[config.mk]
export PLATFORM = sky130hd
export DESIGN_NAME = rrmf_front
export DESIGN_NICKNAME = d
export VERILOG_FILES = /design/src/rrmf_pkg.sv /design/src/rrmf_front.sv
export SDC_FILE = /design/constraint.sdc
export NUM_CORES = 1
export LEC_CHECK = 0
export BUFFER_PORTS_ARGS = -buffer_cell sky130_fd_sc_hd__buf_2
export CAP_MARGIN = 25
export CORE_MARGIN = 10
export CORE_UTILIZATION = 46
export CTS_BUF_LIST = sky130_fd_sc_hd__clkbuf_4 sky130_fd_sc_hd__clkbuf_8
export CTS_CLUSTER_SIZE = 8
export DETAILED_ROUTE_END_ITERATION = 12
export GPL_TIMING_DRIVEN = 0
export PLACE_DENSITY = 0.72
export SLEW_MARGIN = 20
export SYNTH_ARGS = -nofsm -noshare
export SYNTH_HDL_FRONTEND = slang
export SYNTH_SLANG_ARGS = --single-unit
export TNS_END_PERCENT = 100
[constraint.sdc]
create_clock -name i_clk -period 4.5 [get_ports i_clk]
set_clock_uncertainty 0.15 [all_clocks]
set_input_delay 0.45 -clock i_clk [delete_from_list [all_inputs] [get_ports i_clk]]
set_output_delay 0.45 -clock i_clk [all_outputs]
set_load 0.005 [all_outputs]
[src/rrmf_pkg.sv]
// Shared types, codes and sizes for the range-routed message FIFOs.
package rrmf_pkg;

    // Default sizes
    localparam int DEF_QUEUE_DEPTH = 16;
    localparam int DEF_NUM_QUEUES  = 4;

    // Configuration register file: two registers per queue slot
    localparam int MAX_QUEUES  = 4;
    localparam int CFG_COUNT   = 2 * MAX_QUEUES;
    localparam int CFG_IDX_W   = $clog2(CFG_COUNT);
    localparam int CFG_DATA_W  = 32;
    localparam logic CFG_SEL_FIRST = 1'b0;
    localparam logic CFG_SEL_LAST  = 1'b1;

    // Field widths
    localparam int QID_W     = 2;
    localparam int TYPE_W    = 32;
    localparam int PAYLOAD_W = 64;
    localparam int STATUS_W  = 32;

    // Command queue between front and back
    localparam int CMDQ_DEPTH = 2;

    typedef enum logic [0:0] {
        OP_DELIVER = 1'b0,
        OP_RECEIVE = 1'b1
    } t_opcode;

    typedef enum logic [2:0] {
        OUT_QUEUED   = 3'd0,
        OUT_FULL     = 3'd1,
        OUT_NOMATCH  = 3'd2,
        OUT_RECEIVED = 3'd3,
        OUT_EMPTY    = 3'd4
    } t_outcome;

    typedef struct packed {
        t_opcode               opcode;
        logic [QID_W-1:0]      queue_select;
        logic [TYPE_W-1:0]     msg_type;
        logic [PAYLOAD_W-1:0]  payload;
        logic [STATUS_W-1:0]   status_word;
    } t_req;

    typedef struct packed {
        t_outcome              outcome;
        logic [QID_W-1:0]      queue_used;
        logic [TYPE_W-1:0]     out_type;
        logic [PAYLOAD_W-1:0]  out_payload;
        logic [STATUS_W-1:0]   out_status;
    } t_rsp;

    // Classified command handed from front to back
    typedef struct packed {
        t_opcode               opcode;
        logic                  hit;      // a queue exists for this command
        logic [QID_W-1:0]      qid;
        logic [TYPE_W-1:0]     msg_type;
        logic [PAYLOAD_W-1:0]  payload;
        logic [STATUS_W-1:0]   status_word;
    } t_cmd;

    // Command queue status seen by front and top
    typedef struct packed {
        logic full;
        logic empty;
    } t_cmdq_stat;

endpackage

[src/rrmf_front.sv]
// Front end: range registers and routing of each request to a queue.
module rrmf_front #(
    parameter int NUM_QUEUES = rrmf_pkg::DEF_NUM_QUEUES
) (
    input  logic                            i_clk,
    input  logic                            i_rst_n,
    input  logic                            i_cfg_we,
    input  logic [rrmf_pkg::CFG_IDX_W-1:0]  i_cfg_index,
    input  logic [rrmf_pkg::CFG_DATA_W-1:0] i_cfg_data,
    input  logic                            i_start,
    input  rrmf_pkg::t_req                  i_req,
    input  rrmf_pkg::t_cmdq_stat            i_qstat,
    output logic                            o_push,
    output rrmf_pkg::t_cmd                  o_cmd
);

    localparam int SLOT_W = rrmf_pkg::CFG_IDX_W - 1;

    logic [rrmf_pkg::TYPE_W-1:0] r_first [rrmf_pkg::MAX_QUEUES];
    logic [rrmf_pkg::TYPE_W-1:0] r_last  [rrmf_pkg::MAX_QUEUES];

    logic [SLOT_W-1:0]          cfg_slot;
    logic                       route_hit;
    logic [rrmf_pkg::QID_W-1:0] route_qid;

    assign cfg_slot = i_cfg_index[rrmf_pkg::CFG_IDX_W-1:1];

    // Range registers; reset leaves every queue disabled
    always_ff @(posedge i_clk) begin
        if (!i_rst_n) begin
            for (int q = 0; q < rrmf_pkg::MAX_QUEUES; q++) begin
                r_first[q] <= rrmf_pkg::TYPE_W'(1);
                r_last[q]  <= '0;
            end
        end else if (i_cfg_we) begin
            if (i_cfg_index[0] == rrmf_pkg::CFG_SEL_LAST) begin
                r_last[cfg_slot] <= i_cfg_data;
            end else begin
                r_first[cfg_slot] <= i_cfg_data;
            end
        end
    end

    // Range match: later (higher) queues override lower ones
    always_comb begin
        route_hit = 1'b0;
        route_qid = '0;
        for (int q = 0; q < NUM_QUEUES; q++) begin
            if (i_req.msg_type >= r_first[q] && i_req.msg_type <= r_last[q]) begin
                route_hit = 1'b1;
                route_qid = rrmf_pkg::QID_W'(q);
            end
        end
    end

    // Build the classified command
    always_comb begin
        o_cmd.opcode      = i_req.opcode;
        o_cmd.msg_type    = i_req.msg_type;
        o_cmd.payload     = i_req.payload;
        o_cmd.status_word = i_req.status_word;
        if (i_req.opcode == rrmf_pkg::OP_RECEIVE) begin
            o_cmd.qid = i_req.queue_select;
            o_cmd.hit = (32'(i_req.queue_select) < 32'(NUM_QUEUES));
        end else begin
            o_cmd.qid = route_qid;
            o_cmd.hit = route_hit;
        end
    end

    assign o_push = i_start && !i_qstat.full;

endmodule

==> flow_summary.toml <==
[place]
gp_congestion = 0.900
io_buffers = 207
post-dp-hpwl_um = 34800
placed_cells = 2321

[floorplan]
coreArea_um2 = 35500
core.rowCount = 69
dieArea_um2 = 43800
die_w_um = 209
die_h_um = 209
boundaryPins = 305
start_util = 0.465

[clocking]
ctsHoldBuffers = 0
path_clk_slew_ns = 0.06
cts_resized = 0
clockBufferDepth = 3
cts_buffers = 40
h-tree-depth = 2
post_cts.repair.setup_buffers = 0
clockRootBuffer = "clkbuf_8"
cts_tree = "yes"
cts.sinks = 256

[synth]
synth_top_area_frac = 0.466
yosys_most_used_dff = "edfxtp_1"
ys_top_cells_by_area = "edfxtp_1 47%, ha_1 19%, inv_1 7.3%, buf_4 5.9%, nor2_1 4.9%"
yosysSeqAreaShare = 0.466
ys_warn_count = 0
syn_inst = 1645
async_flop_share = 0
synth_nets = 2073
synth.avg_cell_area_um2 = 10.0
synth-edff-count = 256
ys_ff_latch = 256
yosys.area.top_type = "edfxtp_1"
synth_area_um2 = 16500
synth_cell_types = 55

[min_path]
hp-class = "in2reg"

[sta]
hold_ws_ns = 0.148
hold_viol = 0
report.final.slew_viol_count = 0
setup_viol = 0
period_needed_ns = 3.75
fmax_mhz = 266
slew-limit-headroom = 0.306
worst_pin_slew_ns = 1.04
fin_crit_sh = 0.834
grt_setup_unrepaired = "no"

[critical_path]
critPathLaunchType = "flip-flop"
cp.arrival_ns = 3.15
path_max_fanout = 3
slowest_stage = "or4b_1"
slowest_delay_ns = 0.50
cp.required_ns = 3.90
path_cells = "inv_1 -> ha_1 -> nand4_1 -> nor3_1 -> a21boi_0 -> or4b_1 -> a22oi_1 -> a22oi_2 -> nand3b_1 -> buf_2"
criticalPathCategory = "reg2out"
end_kind = "output port"

[grt]
grt_pass1_wl_um = 65600
grt_usage = 0.189
antenna_found_initial = 2
grt_pass1_vias = 12500
gr-total-overflow = 0
grt_max_degree = 27

[power]
p_leak_nw = 9.37
p_comb_frac = 0.192
p_total_mw = 5.74
p_int_mw = 4.20
p_seq_frac = 0.493
ir_worst_vdd_v = 0.000150
p_sw_frac = 0.268
clkPwrFrac = 0.315
power_switching_mw = 1.54
power.density_nw_per_um2 = 300

[finish]
syn2layout_area_growth_pct = 16.0
final_cells = 2386
nNetsFinal = 2330
multi_input_area_um2 = 6630
seqCellArea_um2 = 7690
drive_above_1_share = 0.220
fillers = 2996

[drt]
ant_nets = 0
vias = 12300
viasPerCell = 5.15
drc_errors = 0
wirelength_um = 43400
drt_pass1_iterations = 5
wl_per_cell_um = 18.2
drt_iter0_markers = 698

[run_status]
status = "finished, final reports clean"

[run]
cap_violations = 0
[worst paths after layout]
check / start / to / slack (ns) / cells past startpoint
worst max-delay path: r_last[2][13] / o_cmd[130] / 0.75 / 10
worst min-delay path: i_cfg_data[25] / r_first[3][25] / 0.15 / 3
[registers in the layout (all words and copies together), names as in the netlist]
| register | cells |
|---|---|
| r_last | 128 |
| r_first | 128 |
[synth_stat cells (12+ instances only)]
master      n
nand2_1   112
nand4_1    40
a21oi_1    81
inv_1     320
clkbuf_1   25
a21o_1     31
ha_1      256
edfxtp_1  256
nor2_1    214
buf_4     129
o21ai_0    36
a211oi_1   12
nand3_1    19
[layer usage]
metal	up-vias	track usage	part of all wire	routed length, um
li1	5990	-	-	-
met2	426	0.336	0.50	21900
met4	0	0.0908	0.041	1790
met3	98	0.0346	0.067	2900
met5	-	0	0	0
met1	5771	0.215	0.39	16900
[worst max-delay path, delay by kind of cell (launching register included)]
kind | cells | cell delay (ns)
flops | 1 | 0.37
fa+ha+maj | 1 | 0.23
buf+inv | 2 | 0.20
compound gates | 3 | 0.85
simple gates | 4 | 0.97
[power groups by stage]
stage	registers (mW)	clock network (mW)	logic (mW)
after detailed placement	2.88	0	1.10
after global placement	2.89	0	1.00
after floorplan	2.88	0	0.672
after CTS	2.83	1.83	1.11
after global routing	2.84	1.93	1.24
final	2.83	1.81	1.10
[layout make-up]
type	count	share of cell area
multi-input combinational	913	0.347
tap	461	0.0301
inverter	320	0.0628
clock buffer	55	0.0350
sequential	256	0.402
timing repair buffer	215	0.0657
clock inverter	7	0.00177
buffer	156	0.0559
antenna	3	0.000392
[kinds of logic after synthesis]
family / Yosys count / synth area share
buffers and inverters: 476 / 0.138
adders and majority gates: 256 / 0.194
AOI/OAI and AO/OA: 222 / 0.0876
and+or+nand+nor: 435 / 0.115
DFF: 256 / 0.466
[metrics by stage]
stage	utilization	instance area, um^2	TNS (ns)	worst slack [ns]
2_1_floorplan	-	16500	0	0.643
3_3_place_gp	0.510	18100	-158.15	-0.976
3_5_place_dp	0.519	18400	0	0.806
4_1_cts	0.539	19100	0	0.714
5_1_grt	0.539	19100	0	0.607
6_report	0.539	19100	0	0.747
[cells in the final DEF, fill, tap and decap left out, types with 28 or more instances in the layout]
cell	netlist	final
ha_1	256	256
nand4_1	40	40
a21oi_1	81	81
a21o_1	31	31
buf_2	0	207
inv_1	320	320
buf_4	129	129
o21ai_0	36	28
nor2_1	214	214
clkbuf_8	0	41
edfxtp_1	256	256
nand2_1	112	112
Note: power is estimated with default switching activity, not from simulation.
