`config.mk`:
```
export PLATFORM = sky130hd
export DESIGN_NAME = rrmf_cmdq
export DESIGN_NICKNAME = d
export VERILOG_FILES = /design/src/rrmf_pkg.sv /design/src/rrmf_cmdq.sv
export SDC_FILE = /design/constraint.sdc
export NUM_CORES = 1
export LEC_CHECK = 0
export ABC_AREA = 0
export BUFFER_PORTS_ARGS = -buffer_cell sky130_fd_sc_hd__clkbuf_2
export CAP_MARGIN = 5
export CORE_MARGIN = 2
export CORE_UTILIZATION = 52
export CTS_CLUSTER_DIAMETER = 50
export CTS_CLUSTER_SIZE = 12
export DETAILED_ROUTE_END_ITERATION = 12
export GPL_ROUTABILITY_DRIVEN = 0
export PLACE_DENSITY = 0.79
export SETUP_SLACK_MARGIN = 0.5
export SLEW_MARGIN = 20
export SYNTH_ARGS = -nofsm -noshare
export SYNTH_HDL_FRONTEND = slang
export SYNTH_SLANG_ARGS = --single-unit
export TNS_END_PERCENT = 20
```
`constraint.sdc`:
```
create_clock -name i_clk -period 9.14 [get_ports i_clk]
set_clock_uncertainty 0.2 [all_clocks]
set_input_delay 1.828 -clock i_clk [delete_from_list [all_inputs] [get_ports i_clk]]
set_output_delay 1.828 -clock i_clk [all_outputs]
set_load 0.03 [all_outputs]
```
`src/rrmf_pkg.sv`:
```
// Shared types, codes and sizes for the range-routed message FIFOs.
package rrmf_pkg;

    // Default sizes
    localparam int DEF_QUEUE_DEPTH = 16;
    localparam int DEF_NUM_QUEUES  = 4;

    // Configuration register file: two registers per queue slot
    localparam int MAX_QUEUES  = 4;
    localparam int CFG_COUNT   = 2 * MAX_QUEUES;
    localparam int CFG_IDX_W   = $clog2(CFG_COUNT);
    localparam int CFG_DATA_W  = 32;
    localparam logic CFG_SEL_FIRST = 1'b0;
    localparam logic CFG_SEL_LAST  = 1'b1;

    // Field widths
    localparam int QID_W     = 2;
    localparam int TYPE_W    = 32;
    localparam int PAYLOAD_W = 64;
    localparam int STATUS_W  = 32;

    // Command queue between front and back
    localparam int CMDQ_DEPTH = 2;

    typedef enum logic [0:0] {
        OP_DELIVER = 1'b0,
        OP_RECEIVE = 1'b1
    } t_opcode;

    typedef enum logic [2:0] {
        OUT_QUEUED   = 3'd0,
        OUT_FULL     = 3'd1,
        OUT_NOMATCH  = 3'd2,
        OUT_RECEIVED = 3'd3,
        OUT_EMPTY    = 3'd4
    } t_outcome;

    typedef struct packed {
        t_opcode               opcode;
        logic [QID_W-1:0]      queue_select;
        logic [TYPE_W-1:0]     msg_type;
        logic [PAYLOAD_W-1:0]  payload;
        logic [STATUS_W-1:0]   status_word;
    } t_req;

    typedef struct packed {
        t_outcome              outcome;
        logic [QID_W-1:0]      queue_used;
        logic [TYPE_W-1:0]     out_type;
        logic [PAYLOAD_W-1:0]  out_payload;
        logic [STATUS_W-1:0]   out_status;
    } t_rsp;

    // Classified command handed from front to back
    typedef struct packed {
        t_opcode               opcode;
        logic                  hit;      // a queue exists for this command
        logic [QID_W-1:0]      qid;
        logic [TYPE_W-1:0]     msg_type;
        logic [PAYLOAD_W-1:0]  payload;
        logic [STATUS_W-1:0]   status_word;
    } t_cmd;

    // Command queue status seen by front and top
    typedef struct packed {
        logic full;
        logic empty;
    } t_cmdq_stat;

endpackage

```
`src/rrmf_cmdq.sv`:
```
// Short command queue between the front and back ends.
module rrmf_cmdq (
    input  logic                 i_clk,
    input  logic                 i_rst_n,
    input  logic                 i_push,
    input  rrmf_pkg::t_cmd       i_cmd,
    input  logic                 i_pop,
    output rrmf_pkg::t_cmd       o_cmd,
    output rrmf_pkg::t_cmdq_stat o_stat
);

    localparam int PW = $clog2(rrmf_pkg::CMDQ_DEPTH);
    localparam int CW = $clog2(rrmf_pkg::CMDQ_DEPTH + 1);

    rrmf_pkg::t_cmd r_slot [rrmf_pkg::CMDQ_DEPTH];
    logic [PW-1:0]  r_wp, n_wp;
    logic [PW-1:0]  r_rp, n_rp;
    logic [CW-1:0]  r_cnt, n_cnt;

    function automatic logic [PW-1:0] bump(input logic [PW-1:0] p);
        return (p == PW'(rrmf_pkg::CMDQ_DEPTH - 1)) ? '0 : p + PW'(1);
    endfunction

    // Pointer and count update
    always_comb begin
        n_wp  = r_wp;
        n_rp  = r_rp;
        n_cnt = r_cnt;
        if (i_push) begin
            n_wp = bump(r_wp);
        end
        if (i_pop) begin
            n_rp = bump(r_rp);
        end
        if (i_push && !i_pop) begin
            n_cnt = r_cnt + CW'(1);
        end else if (!i_push && i_pop) begin
            n_cnt = r_cnt - CW'(1);
        end
    end

    always_ff @(posedge i_clk) begin
        if (!i_rst_n) begin
            r_wp  <= '0;
            r_rp  <= '0;
            r_cnt <= '0;
        end else begin
            r_wp  <= n_wp;
            r_rp  <= n_rp;
            r_cnt <= n_cnt;
        end
    end

    // Entry storage
    always_ff @(posedge i_clk) begin
        if (i_push) begin
            r_slot[r_wp] <= i_cmd;
        end
    end

    assign o_cmd        = r_slot[r_rp];
    assign o_stat.full  = (r_cnt == CW'(rrmf_pkg::CMDQ_DEPTH));
    assign o_stat.empty = (r_cnt == '0);

endmodule

```
==> reports/summary.md <==
The nature of the critical path startpoint is a flop. In the final routed layout, each cell accounts on average for 18.36 µm. For this run the aggregate overflow at the end of global routing stands at 0.

After layout, the minimum clock period comes to 4749 ps. Traced cell by cell, the critical path runs through buf_4 -> mux2_2 -> clkbuf_2. For the fmax, the log shows 210.6 MHz. After synthesis, the cell types taking the most area are sky130_fd_sc_hd__edfxtp_1 79%, sky130_fd_sc_hd__mux2_4 12%, sky130_fd_sc_hd__mux2_2 5.8%.

The core region is 18830 µm². The share of post-route cells with drive strength above 1 came out at 0.6032. Largest net degree at the start of global routing: 81. The logs give 0.5350 for the initial standard-cell utilization of the core and 570 for the synthesized net count. The required time of the worst setup path was 7110 ps; the max-cap check violation count was 0. Counting the fill cells in the layout gives 1259. The net count of the finished layout is 860. Cell at the slowest stage of the critical path: sky130_fd_sc_hd__buf_4. The via count of the first global-routing pass came out at 5272. The count of final max-slew check failures was 0; the setup TNS was 0 ps. For the worst-case vdd ir drop, the log shows 0.1819 mV.

The first TritonRoute pass finished after 4 iterations. The total number of yosys warnings is 0. The biggest area contributor in the post-synthesis netlist is sky130_fd_sc_hd__edfxtp_1. In this run the static leakage power is 4.954 nW.

The total track usage came out at 0.1706. Counting along the longest clock path gives a buffer depth of 3. The worst setup path is captured at an output pin. The logs give 0 for the post-cts repair resize count and 162 for the violation count after the first detailed-route iteration. Leaving out fill and tap cells, the most frequent cells in the layout are 269 x sky130_fd_sc_hd__clkbuf_2, 264 x sky130_fd_sc_hd__edfxtp_1, 80 x sky130_fd_sc_hd__mux2_4. Clock latency on the worst-skew pair, taken at its later pin, is 510 ps. The clock transition time at the flip-flop clock pins of the worst setup and hold paths was 60 ps.

Clock tree synthesis found a total of 269 sinks. Once detail routing completed, the nets flagged for antenna violations numbered 0. The flow ran to the end, and the final reports show no timing, DRC or antenna violations. The largest single stage delay on the critical path is 860 ps. The final cycle utilization of the critical path was 0.5196; the antenna diode count was 0. For the initial antenna violation count, the log shows 0. The floorplan step defined a die boundary enclosing 20500 µm². Buffers placed on the I/O ports in this run total 269.

Measured along the x axis, the die boundary spans 143.2 µm. The top cell type's share of synthesized area was 0.7870. The post-synthesis average cell area came out at 23.26 µm². Maximum level of the CTS H-tree: 1. The routed via count divided by cell count came out at 5.002. At the pin with the least slew margin, the transition time is 1090 ps.

The multi-input combinational cells in the finished layout cover a total of 1911 µm². The number of buffers created by CTS was 29; the final-report setup violation count was 0. Setup repair after global routing left no endpoint under its margin. Type of the worst setup path: flop to output pin. The top-level I/O count is 270.

The relative max-transition margin is 0.2736, and the highest fanout seen on the critical path is 57. Summed over all layers, the routed wires come to 18.38 mm. The post-synthesis to final-layout area growth came out at 24.53%. Buffers added to address setup during post-CTS repair amount to 0. Once detailed placement completed, the half-perimeter wirelength came to 12.08 mm. Leaving out fill and tap cells, the most frequent cell in the layout is sky130_fd_sc_hd__clkbuf_2. The combined flip-flop and latch cell area is 8031 µm², and the number of instances in the synthesized netlist is 433. The completed layout was analyzed and its total power is 2.903 mW. For this design the ratio of total power to cell area is 231.4 nW/µm².

The tightest min-delay check is of the flop to flop type. For the final routed DRC violation total, the log shows 0. The total via count after detailed routing came out at 5007. The die boundary height works out to 143.2 µm. The portion of the post-synthesis area used by sequential elements was 0.7969; the number of rows in the core area was 50. The logs give 0 for the final hold violation count and 0 for the number of hold buffers added after cts. The post-synthesis register bit count works out to 269.

The tools report the wire length of the first global-routing pass as 27.06 mm. The tree is rooted in a sky130_fd_sc_hd__clkbuf_16. The number of different library cells used by synthesis comes to 19. TritonCTS built the clock tree.

At the worst endpoint, the arrival time is 2720 ps. After synthesis the cells add up to 10070 µm².
[synthesized netlist by cell type (all sizes together)]
master and n:
buf 15, inv 1, ha 1, edfxtp 264, and2b 1, o21ai 1, a21boi 1, dfxtp 5
and2 4, nor2 1, mux2 132, o21a 1, xnor2 1, nor2b 2, xor2 2, or3 1
[cell type report]
cell class	count	share of cell area
sequential	269	0.6402
clock buffer	40	0.06114
multi-input combinational	148	0.1523
inverter	1	0.0002992
tap	260	0.02593
clock inverter	9	0.008179
timing repair buffer	274	0.1119
[worst paths after layout]
check	from	to	slack (ps)	cells past startpoint
worst min-delay path	r_cnt[1]	r_cnt[1]	320	2
worst max-delay path	flop	o_cmd[116]	4390	3
worst max register to register	r_wp	r_slot[1][8]	6510	2
worst min register to register	r_cnt[1]	r_cnt[1]	320	2
[report_power, final]
| part | switching (mW) | internal (mW) | total, mW | leakage, nW |
|---|---|---|---|---|
| Clock | 0.424 | 0.639 | 1.06 | 0.427 |
| Combinational | 0.240 | 0.151 | 0.390 | 2.01 |
| Sequential | 0.0218 | 1.43 | 1.45 | 2.52 |
[worst max-delay path: cells and delay by family, from the launching register on]
family / cells / cell delay, ps
buffers and inverters: 2 / 1040
DFF: 1 / 650
muxes: 1 / 420
[stage by stage]
step                  util  setup slack, ps  cell area [µm²]  hold WS, ps  instances
floorplan                -            721.3            10070        273.7        433
global route        0.6662             4234            12540        357.4       1001
global placement    0.6185             4403            11650        285.5        951
CTS                 0.6647             3785            12520        320.8       1000
detailed placement  0.6185             4361            11650        315.7        951
finish              0.6662             4391            12540        316.6       1001
[cells by family (layout without fill, tap and decap cells)]
family | Yosys count | in the layout | share of synthesized area
xor gates and xnor gates | 3 | 3 | 0.002609
DFF | 269 | 269 | 0.7969
adders and majority gates | 1 | 1 | 0.001242
AOI/OAI and AO/OA | 3 | 3 | 0.001987
and+or+nand+nor | 9 | 9 | 0.005465
buffers and inverters | 16 | 324 | 0.01441
muxes | 132 | 132 | 0.1774
[metal layers]
metal,routed length [µm],share of wire,global-route usage
met4,357,0.019,0.04794
met2,9262,0.50,0.3050
met5,0,0,0
met1,7082,0.39,0.2036
met3,1672,0.091,0.04561
[sequential cells by signal, summed over array words and instances, names as in the netlist, named ones only]
signal,flops
r_wp,1
r_cnt,2
r_rp,1
r_slot,264
Note: power is estimated with default switching activity, not from simulation.
